## src/hw/rtl/mos_pkg.sv

```systemverilog
// Shared types and constants for the median-of-set block.
// Used by mos_cell and median_of_set_core; depends on nothing else.
package mos_pkg;

  // Width of one stored sample, signed Q8.8.
  localparam int SAMPLE_W = 16;
  // Width of the doubled median result.
  localparam int MEDIAN_W = 17;
  // Width of the status and set size fields.
  localparam int STATUS_W = 2;
  localparam int SIZE_W   = 7;

  // Result status codes.
  localparam logic [STATUS_W-1:0] STATUS_OK       = 2'd0;
  localparam logic [STATUS_W-1:0] STATUS_EMPTY    = 2'd1;
  localparam logic [STATUS_W-1:0] STATUS_OVERFLOW = 2'd2;

  // Control broadcast to every cell of the sorting chain.
  typedef struct packed {
    logic ins;   // insert the broadcast sample in order
    logic shl;   // shift every cell one place toward cell 0
    logic clr;   // empty the whole chain
  } cell_ctrl_t;

  // Sequencer states, one-hot.
  typedef enum logic [1:0] {
    ST_IDLE  = 2'b01,
    ST_DRAIN = 2'b10
  } state_t;

endpackage

```

## src/hw/rtl/median_of_set_core.sv

```systemverilog
// Median of a set of Q8.8 samples, kept sorted in a chain of cells.
// Samples that do not close the set are taken one per cycle. A closing
// transaction drains the chain by (n-1)/2 shifts toward cell 0, n being the
// stored count, and then registers its result once the output is free; input
// stalls meanwhile. Synchronous active-low reset empties the chain and the count.
// Depends on mos_pkg and mos_cell.
module median_of_set_core #(
  parameter int MAX_VALUES = 64
) (
  input  logic                                 clk,
  input  logic                                 rst_n,
  input  logic                                 in_valid,
  output logic                                 in_stall,
  input  logic                                 in_carries_value,
  input  logic signed [mos_pkg::SAMPLE_W-1:0]  in_sample,
  input  logic                                 in_last,
  output logic                                 out_valid,
  input  logic                                 out_stall,
  output logic signed [mos_pkg::MEDIAN_W-1:0]  out_median_doubled,
  output logic        [mos_pkg::STATUS_W-1:0]  out_status,
  output logic        [mos_pkg::SIZE_W-1:0]    out_set_size
);

  localparam int CW = $clog2(MAX_VALUES + 1);

  mos_pkg::state_t     state_r;
  mos_pkg::state_t     state_nxt;
  logic [CW-1:0]       count_r;
  logic [CW-1:0]       count_nxt;
  logic [CW-1:0]       drain_cnt_r;
  logic [CW-1:0]       drain_cnt_nxt;
  logic                ovf_r;
  logic                ovf_nxt;
  logic                out_valid_r;
  logic                out_valid_nxt;
  logic signed [mos_pkg::MEDIAN_W-1:0] med_r;
  logic signed [mos_pkg::MEDIAN_W-1:0] med_nxt;
  logic [mos_pkg::STATUS_W-1:0]        status_r;
  logic [mos_pkg::STATUS_W-1:0]        status_nxt;
  logic [mos_pkg::SIZE_W-1:0]          size_r;
  logic [mos_pkg::SIZE_W-1:0]          size_nxt;

  logic                in_acc;
  logic                full;
  logic                out_free;
  logic [CW-1:0]       drain_target;
  logic                drain_done;
  logic                emit;
  mos_pkg::cell_ctrl_t ctrl;

  // Chain wiring; index MAX_VALUES is an empty slot past the last cell.
  logic signed [mos_pkg::SAMPLE_W-1:0] cell_val   [0:MAX_VALUES];
  logic                                cell_valid [0:MAX_VALUES];
  logic                                cell_gt    [0:MAX_VALUES-1];
  logic [MAX_VALUES-1:0]               valid_vec;

  // Input is taken only while idle; closing moves to the drain.
  assign in_stall = (state_r != mos_pkg::ST_IDLE);
  assign in_acc   = in_valid && !in_stall;
  assign full     = (count_r == CW'(MAX_VALUES));
  assign out_free = !out_valid_r || !out_stall;

  // After (n-1)/2 shifts cell 0 holds the lower middle element.
  assign drain_target = (count_r - CW'(1)) >> 1;
  assign drain_done   = (count_r == '0) || (drain_cnt_r == drain_target);
  assign emit         = (state_r == mos_pkg::ST_DRAIN) && drain_done && out_free;

  // Chain control.
  always_comb begin
    ctrl.ins = in_acc && in_carries_value && !full;
    ctrl.shl = (state_r == mos_pkg::ST_DRAIN) && !drain_done;
    ctrl.clr = emit;
  end

  // Row of cells.
  assign cell_val[MAX_VALUES]   = '0;
  assign cell_valid[MAX_VALUES] = 1'b0;

  for (genvar i = 0; i < MAX_VALUES; i++) begin : g_cell
    logic signed [mos_pkg::SAMPLE_W-1:0] lval;
    logic                                lvalid;
    logic                                lgt;
    if (i == 0) begin : g_head
      assign lval   = '0;
      assign lvalid = 1'b1;
      assign lgt    = 1'b0;
    end else begin : g_body
      assign lval   = cell_val[i-1];
      assign lvalid = cell_valid[i-1];
      assign lgt    = cell_gt[i-1];
    end
    mos_cell u_cell (
      .clk         (clk),
      .rst_n       (rst_n),
      .ctrl        (ctrl),
      .sample      (in_sample),
      .left_val    (lval),
      .left_valid  (lvalid),
      .left_gt     (lgt),
      .right_val   (cell_val[i+1]),
      .right_valid (cell_valid[i+1]),
      .val         (cell_val[i]),
      .valid       (cell_valid[i]),
      .gt          (cell_gt[i])
    );
    assign valid_vec[i] = cell_valid[i];
  end

  // Sequencer, count and overflow flag.
  always_comb begin
    state_nxt     = state_r;
    count_nxt     = count_r;
    ovf_nxt       = ovf_r;
    drain_cnt_nxt = drain_cnt_r;
    unique case (state_r)
      mos_pkg::ST_IDLE: begin
        if (in_acc) begin
          if (in_carries_value) begin
            if (full) begin
              ovf_nxt = 1'b1;
            end else begin
              count_nxt = count_r + CW'(1);
            end
          end
          if (in_last) begin
            state_nxt     = mos_pkg::ST_DRAIN;
            drain_cnt_nxt = '0;
          end
        end
      end
      mos_pkg::ST_DRAIN: begin
        if (!drain_done) begin
          drain_cnt_nxt = drain_cnt_r + CW'(1);
        end else if (out_free) begin
          state_nxt = mos_pkg::ST_IDLE;
          count_nxt = '0;
          ovf_nxt   = 1'b0;
        end
      end
      default: begin
        state_nxt = mos_pkg::ST_IDLE;
      end
    endcase
  end

  // Result formation from the two cells nearest cell 0.
  always_comb begin
    med_nxt    = med_r;
    status_nxt = status_r;
    size_nxt   = size_r;
    if (emit) begin
      size_nxt = mos_pkg::SIZE_W'(count_r);
      if (count_r == '0) begin
        med_nxt    = '0;
        status_nxt = mos_pkg::STATUS_EMPTY;
      end else begin
        if (count_r[0]) begin
          med_nxt = {cell_val[0], 1'b0};
        end else begin
          med_nxt = mos_pkg::MEDIAN_W'(cell_val[0]) + mos_pkg::MEDIAN_W'(cell_val[1]);
        end
        status_nxt = ovf_r ? mos_pkg::STATUS_OVERFLOW : mos_pkg::STATUS_OK;
      end
    end
  end

  // Output register holds a result until the downstream side takes it.
  always_comb begin
    if (emit) begin
      out_valid_nxt = 1'b1;
    end else if (!out_stall) begin
      out_valid_nxt = 1'b0;
    end else begin
      out_valid_nxt = out_valid_r;
    end
  end

  always_ff @(posedge clk) begin
    if (!rst_n) begin
      state_r     <= mos_pkg::ST_IDLE;
      count_r     <= '0;
      ovf_r       <= 1'b0;
      drain_cnt_r <= '0;
      out_valid_r <= 1'b0;
    end else begin
      state_r     <= state_nxt;
      count_r     <= count_nxt;
      ovf_r       <= ovf_nxt;
      drain_cnt_r <= drain_cnt_nxt;
      out_valid_r <= out_valid_nxt;
    end
  end

  always_ff @(posedge clk) begin
    med_r    <= med_nxt;
    status_r <= status_nxt;
    size_r   <= size_nxt;
  end

  assign out_valid          = out_valid_r;
  assign out_median_doubled = med_r;
  assign out_status         = status_r;
  assign out_set_size       = size_r;

  // The count never passes the chain length.
  a_count_bound: assert property (@(posedge clk) disable iff (!rst_n)
    count_r <= CW'(MAX_VALUES))
    else $error("stored count exceeds chain length");

  // Occupied cells always form a prefix of the chain.
  a_valid_prefix: assert property (@(posedge clk) disable iff (!rst_n)
    ((valid_vec + MAX_VALUES'(1)) & valid_vec) == '0)
    else $error("chain has a gap between occupied cells");

  // While idle, the occupied cells match the count.
  a_count_match: assert property (@(posedge clk) disable iff (!rst_n)
    state_r == mos_pkg::ST_IDLE |-> $countones(valid_vec) == int'(count_r))
    else $error("occupied cells differ from count");

  // A result empties the chain and the count.
  a_emit_clears: assert property (@(posedge clk) disable iff (!rst_n)
    emit |=> (count_r == '0) && (valid_vec == '0) && !ovf_r)
    else $error("set not emptied after result");

endmodule

```

## src/hw/rtl/mos_cell.sv

```systemverilog
// One cell of the sorted insertion chain: holds one sample and a valid bit.
// Depends on mos_pkg for the control struct and sample width.
module mos_cell (
  input  logic                                clk,
  input  logic                                rst_n,
  input  mos_pkg::cell_ctrl_t                 ctrl,
  input  logic signed [mos_pkg::SAMPLE_W-1:0] sample,
  // Neighbor toward cell 0.
  input  logic signed [mos_pkg::SAMPLE_W-1:0] left_val,
  input  logic                                left_valid,
  input  logic                                left_gt,
  // Neighbor away from cell 0.
  input  logic signed [mos_pkg::SAMPLE_W-1:0] right_val,
  input  logic                                right_valid,
  output logic signed [mos_pkg::SAMPLE_W-1:0] val,
  output logic                                valid,
  output logic                                gt
);

  logic signed [mos_pkg::SAMPLE_W-1:0] val_r;
  logic signed [mos_pkg::SAMPLE_W-1:0] val_nxt;
  logic                                valid_r;
  logic                                valid_nxt;

  // This cell holds a value larger than the sample, so it must move right.
  assign gt = valid_r && (val_r > sample);

  // Insertion: take the left value when it moves right, or take the sample
  // when this is the slot where it belongs. Shift and clear for draining.
  always_comb begin
    val_nxt   = val_r;
    valid_nxt = valid_r;
    if (ctrl.clr) begin
      valid_nxt = 1'b0;
    end else if (ctrl.shl) begin
      val_nxt   = right_val;
      valid_nxt = right_valid;
    end else if (ctrl.ins) begin
      if (left_gt) begin
        val_nxt   = left_val;
        valid_nxt = 1'b1;
      end else if (left_valid && (gt || !valid_r)) begin
        val_nxt   = sample;
        valid_nxt = 1'b1;
      end
    end
  end

  // Sample storage needs no reset.
  always_ff @(posedge clk) begin
    val_r <= val_nxt;
  end

  always_ff @(posedge clk) begin
    if (!rst_n) begin
      valid_r <= 1'b0;
    end else begin
      valid_r <= valid_nxt;
    end
  end

  assign val   = val_r;
  assign valid = valid_r;

endmodule

```

## config.mk

```make
export PLATFORM = sky130hd
export DESIGN_NAME = median_of_set_core
export DESIGN_NICKNAME = d
export VERILOG_FILES = /design/src/hw/rtl/mos_pkg.sv /design/src/hw/rtl/median_of_set_core.sv /design/src/hw/rtl/mos_cell.sv
export SDC_FILE = /design/constraint.sdc
export NUM_CORES = 2
export LEC_CHECK = 0
export BUFFER_PORTS_ARGS = -buffer_cell sky130_fd_sc_hd__buf_4
export CELL_PAD_IN_SITES_DETAIL_PLACEMENT = 2
export CELL_PAD_IN_SITES_GLOBAL_PLACEMENT = 2
export CORE_MARGIN = 5
export CORE_UTILIZATION = 43
export CTS_BUF_LIST = sky130_fd_sc_hd__clkbuf_8
export CTS_CLUSTER_DIAMETER = 30
export DETAILED_ROUTE_END_ITERATION = 7
export GPL_TIMING_DRIVEN = 0
export PLACE_DENSITY = 0.81
export SYNTH_ARGS = -nofsm -noshare
export SYNTH_HDL_FRONTEND = slang
export SYNTH_HIERARCHICAL = 1
export SYNTH_SLANG_ARGS = --single-unit
```

## constraint.sdc

```tcl
create_clock -name clk -period 18.4 [get_ports clk]
set_input_delay 1.84 -clock clk [delete_from_list [all_inputs] [get_ports clk]]
set_output_delay 1.84 -clock clk [all_outputs]
set_load 0.02 [all_outputs]
```

==> impl_metrics.xml <==
<?xml version="1.0" encoding="UTF-8"?>
<metrics>
  <group name="place">
    <metric name="port_buffers" unit="">49</metric>
    <metric name="place_area" unit="sq um">94500</metric>
    <metric name="place.detailed.instances" unit="">12400</metric>
    <metric name="gpl.final_weighted_congestion" unit="">0.857</metric>
    <metric name="dp_hpwl" unit="um">243000</metric>
  </group>
  <group name="min_path">
    <metric name="hold_path_class" unit="">reg2reg</metric>
  </group>
  <group name="drt">
    <metric name="routed_wire_length_per_instance" unit="um">27.4</metric>
    <metric name="route.vias.total" unit="">79300</metric>
    <metric name="viasPerCell" unit="">6.09</metric>
    <metric name="dr.first_iter.drc_count" unit="">5358</metric>
    <metric name="routed_wirelength" unit="um">357000</metric>
    <metric name="number_of_detailed_route_iterations_in_the_first_pass" unit="">8</metric>
    <metric name="drc" unit="">0</metric>
    <metric name="antenna_violating_nets_post_route" unit="">0</metric>
  </group>
  <group name="global_routing">
    <metric name="grt_start_max_net_pins" unit="">85</metric>
    <metric name="grt_antenna_before_repair" unit="">4</metric>
    <metric name="grt_overflow_total" unit="">0</metric>
    <metric name="vias_in_the_first_global_route" unit="">90100</metric>
    <metric name="groute.usage.overall" unit="%">31.9</metric>
    <metric name="grt_pass1_wl" unit="um">542000</metric>
  </group>
  <group name="critical_path">
    <metric name="crit_path_max_fanout" unit="">17</metric>
    <metric name="crit_path_max_incr_delay" unit="ns">0.79</metric>
    <metric name="cpMostUsedCell" unit="">sky130_fd_sc_hd__clkbuf_1</metric>
    <metric name="end_kind" unit="">register</metric>
    <metric name="path_class" unit="">reg2reg</metric>
    <metric name="critical-path-slowest-cell" unit="">sky130_fd_sc_hd__a311oi_2</metric>
    <metric name="cp-start-kind" unit="">register</metric>
    <metric name="cp_data_arrival_time" unit="ns">6.52</metric>
    <metric name="timing.critical_path.buf_inv" unit="">5</metric>
    <metric name="worst-endpoint-required" unit="ns">19.15</metric>
    <metric name="cpLargestDelayFamily" unit="">buffers and inverters</metric>
    <metric name="critical_path.cell_chain" unit="">inv_1 &gt; clkbuf_1 &gt; ha_1 &gt; or3b_4 &gt; o31ai_1 &gt; xnor2_1 &gt; a211o_1 &gt; nand2_1 &gt; nor2_4 &gt; buf_12 &gt; clkbuf_1 &gt; nor2_1 &gt; a311oi_2 &gt; buf_4</metric>
  </group>
  <group name="clock_network">
    <metric name="post_cts.resized_instances" unit="">0</metric>
    <metric name="clock_insertion_delay_worst_skew" unit="ns">1.08</metric>
    <metric name="cts_setup_buffers" unit="">0</metric>
    <metric name="cts_hold_repair.buffers" unit="">0</metric>
    <metric name="clock_tree_sinks" unit="">1132</metric>
    <metric name="cts_tree" unit="">done</metric>
    <metric name="clkTransAtPathRegs" unit="ns">0.05</metric>
    <metric name="cts_inserted_buffers" unit="">363</metric>
    <metric name="cts.root.buffer_cell" unit="">sky130_fd_sc_hd__clkbuf_8</metric>
    <metric name="cts.path.max_buffers" unit="">4</metric>
    <metric name="htree_num_levels" unit="">5</metric>
  </group>
  <group name="timing">
    <metric name="worst_slew_margin_rel" unit="%">-1.78</metric>
    <metric name="grt_setup_unrepaired" unit="">false</metric>
    <metric name="finalWorstPathRequiredPeriod" unit="ns">5.77</metric>
    <metric name="final.setup_skew" unit="ns">0.0521</metric>
    <metric name="timing.fmax" unit="MHz">173</metric>
    <metric name="setup_viol" unit="">0</metric>
    <metric name="finalHoldViolations" unit="">0</metric>
    <metric name="final_setup_tns" unit="ns">0</metric>
    <metric name="worst-slew-pin-transition" unit="ns">1.53</metric>
    <metric name="report.final.slew_viol_count" unit="">73</metric>
    <metric name="post-route-period-util" unit="%">31.4</metric>
  </group>
  <group name="status">
    <metric name="result_of_the_run" unit="">complete, but fails checks</metric>
    <metric name="violations" unit="">capacitance limit, slew limit</metric>
  </group>
  <group name="final_layout">
    <metric name="sequential_cell_area" unit="sq um">33200</metric>
    <metric name="layout.cells.non_filler" unit="">13000</metric>
    <metric name="postLayoutCellArea" unit="sq um">102000</metric>
    <metric name="mostFrequentLayoutCells" unit="">sky130_fd_sc_hd__nand2_1 (1452), sky130_fd_sc_hd__inv_1 (1253), sky130_fd_sc_hd__o21ai_0 (1249)</metric>
    <metric name="layout-area-overhead-vs-synth" unit="%">15.1</metric>
    <metric name="multi_input_gate_area" unit="sq um">49400</metric>
    <metric name="final.fill_count" unit="">21500</metric>
    <metric name="final_layout_size_suffix_gt1_share" unit="%">12.0</metric>
    <metric name="finish.net_count" unit="">11100</metric>
    <metric name="layout_commonest_cell" unit="">sky130_fd_sc_hd__nand2_1</metric>
  </group>
  <group name="floorplanning">
    <metric name="initial_core_util" unit="%">43.3</metric>
    <metric name="die_x" unit="um">464</metric>
    <metric name="io-pin-count" unit="">50</metric>
    <metric name="design.die.area" unit="sq um">215000</metric>
    <metric name="placementRows" unit="">166</metric>
    <metric name="die-height" unit="um">464</metric>
    <metric name="placeableCoreArea" unit="sq um">205000</metric>
  </group>
  <group name="synthesis">
    <metric name="avgSynthCellArea" unit="sq um">9.31</metric>
    <metric name="gate_count_post_synth" unit="">9512</metric>
    <metric name="synth.cell_area" unit="sq um">88600</metric>
    <metric name="synthesis.yosys.warnings" unit="">6</metric>
  </group>
  <group name="flow_run">
    <metric name="max_cap_viol_count" unit="">1</metric>
  </group>
  <group name="pwr">
    <metric name="max-vdd-ir-drop" unit="mV">0.0815</metric>
    <metric name="power_per_cell_area" unit="nW/um^2">74.5</metric>
    <metric name="post-layout-total-power" unit="mW">7.60</metric>
    <metric name="power.leakage" unit="nW">39.0</metric>
  </group>
</metrics>
-- flip-flops by register name (all words and copies together) (netlist names) --
name                 flops
drain_cnt_r              7
out_median_doubled      17
ovf_r                    1
out_status               2
count_r                  7
out_valid                1
g_cell.u_cell/val     1024
state_r                  2
g_cell.u_cell/valid     64
out_set_size             7
-- final timing paths --
kind                            startpoint                 endpoint  slack, ns  cells after the start
worst max-delay path            count_r[0]  g_cell[9].u_cell/val[6]      12.63                     14
worst min-delay path            count_r[3]          out_set_size[3]       0.43                      0
worst max register to register  count_r[0]  g_cell[9].u_cell/val[6]      12.63                     14
worst min register to register  count_r[3]          out_set_size[3]       0.43                      0
-- report_power, final --
group          internal (mW)  leakage (nW)  switching, mW
Clock                   2.47          4.05           1.53
Sequential              2.83          10.1         0.0156
Combinational          0.249          24.8          0.508
-- layout make-up --
class	count	area share [%]
clock buffers	383	5.17
flip-flops and latches	1132	32.5
plain buffers	394	2.09
inverters	1193	4.39
clock inverters	260	2.13
multi-input cells	6828	48.5
well taps	2688	3.30
diodes	10	0.0245
repair buffers	149	1.91
-- stage by stage --
| stage | hold WS [ns] | util, % | setup slack (ns) |
|---|---|---|---|
| floorplan | 0.403 | - | 5.46 |
| global placement | 0.408 | 45.1 | -9.16 |
| detailed placement | 0.415 | 46.2 | 12.14 |
| CTS | 0.425 | 49.8 | 12.65 |
| global route | 0.441 | 49.8 | 12.40 |
| finish | 0.425 | 49.8 | 12.63 |
-- worst reg2reg max path, cell delays in order (launching register included) --
cell,delay [ns]
sky130_fd_sc_hd__dfxtp_1,0.41
sky130_fd_sc_hd__inv_1,0.15
sky130_fd_sc_hd__clkbuf_1,0.43
sky130_fd_sc_hd__ha_1,0.34
sky130_fd_sc_hd__or3b_4,0.44
sky130_fd_sc_hd__o31ai_1,0.26
sky130_fd_sc_hd__xnor2_1,0.22
sky130_fd_sc_hd__a211o_1,0.28
sky130_fd_sc_hd__nand2_1,0.16
sky130_fd_sc_hd__nor2_4,0.72
sky130_fd_sc_hd__buf_12,0.32
sky130_fd_sc_hd__clkbuf_1,0.43
sky130_fd_sc_hd__nor2_1,0.14
sky130_fd_sc_hd__a311oi_2,0.79
sky130_fd_sc_hd__buf_4,0.36
-- per-layer routing --
metal	global-route usage (%)	vias up	wire length, um
met4	12.5	0	13400
met3	3.99	903	16500
li1	-	35300	-
met1	39.1	40700	150000
met5	0	-	0
met2	56.9	2459	178000
(Power assumes the default switching activity.)
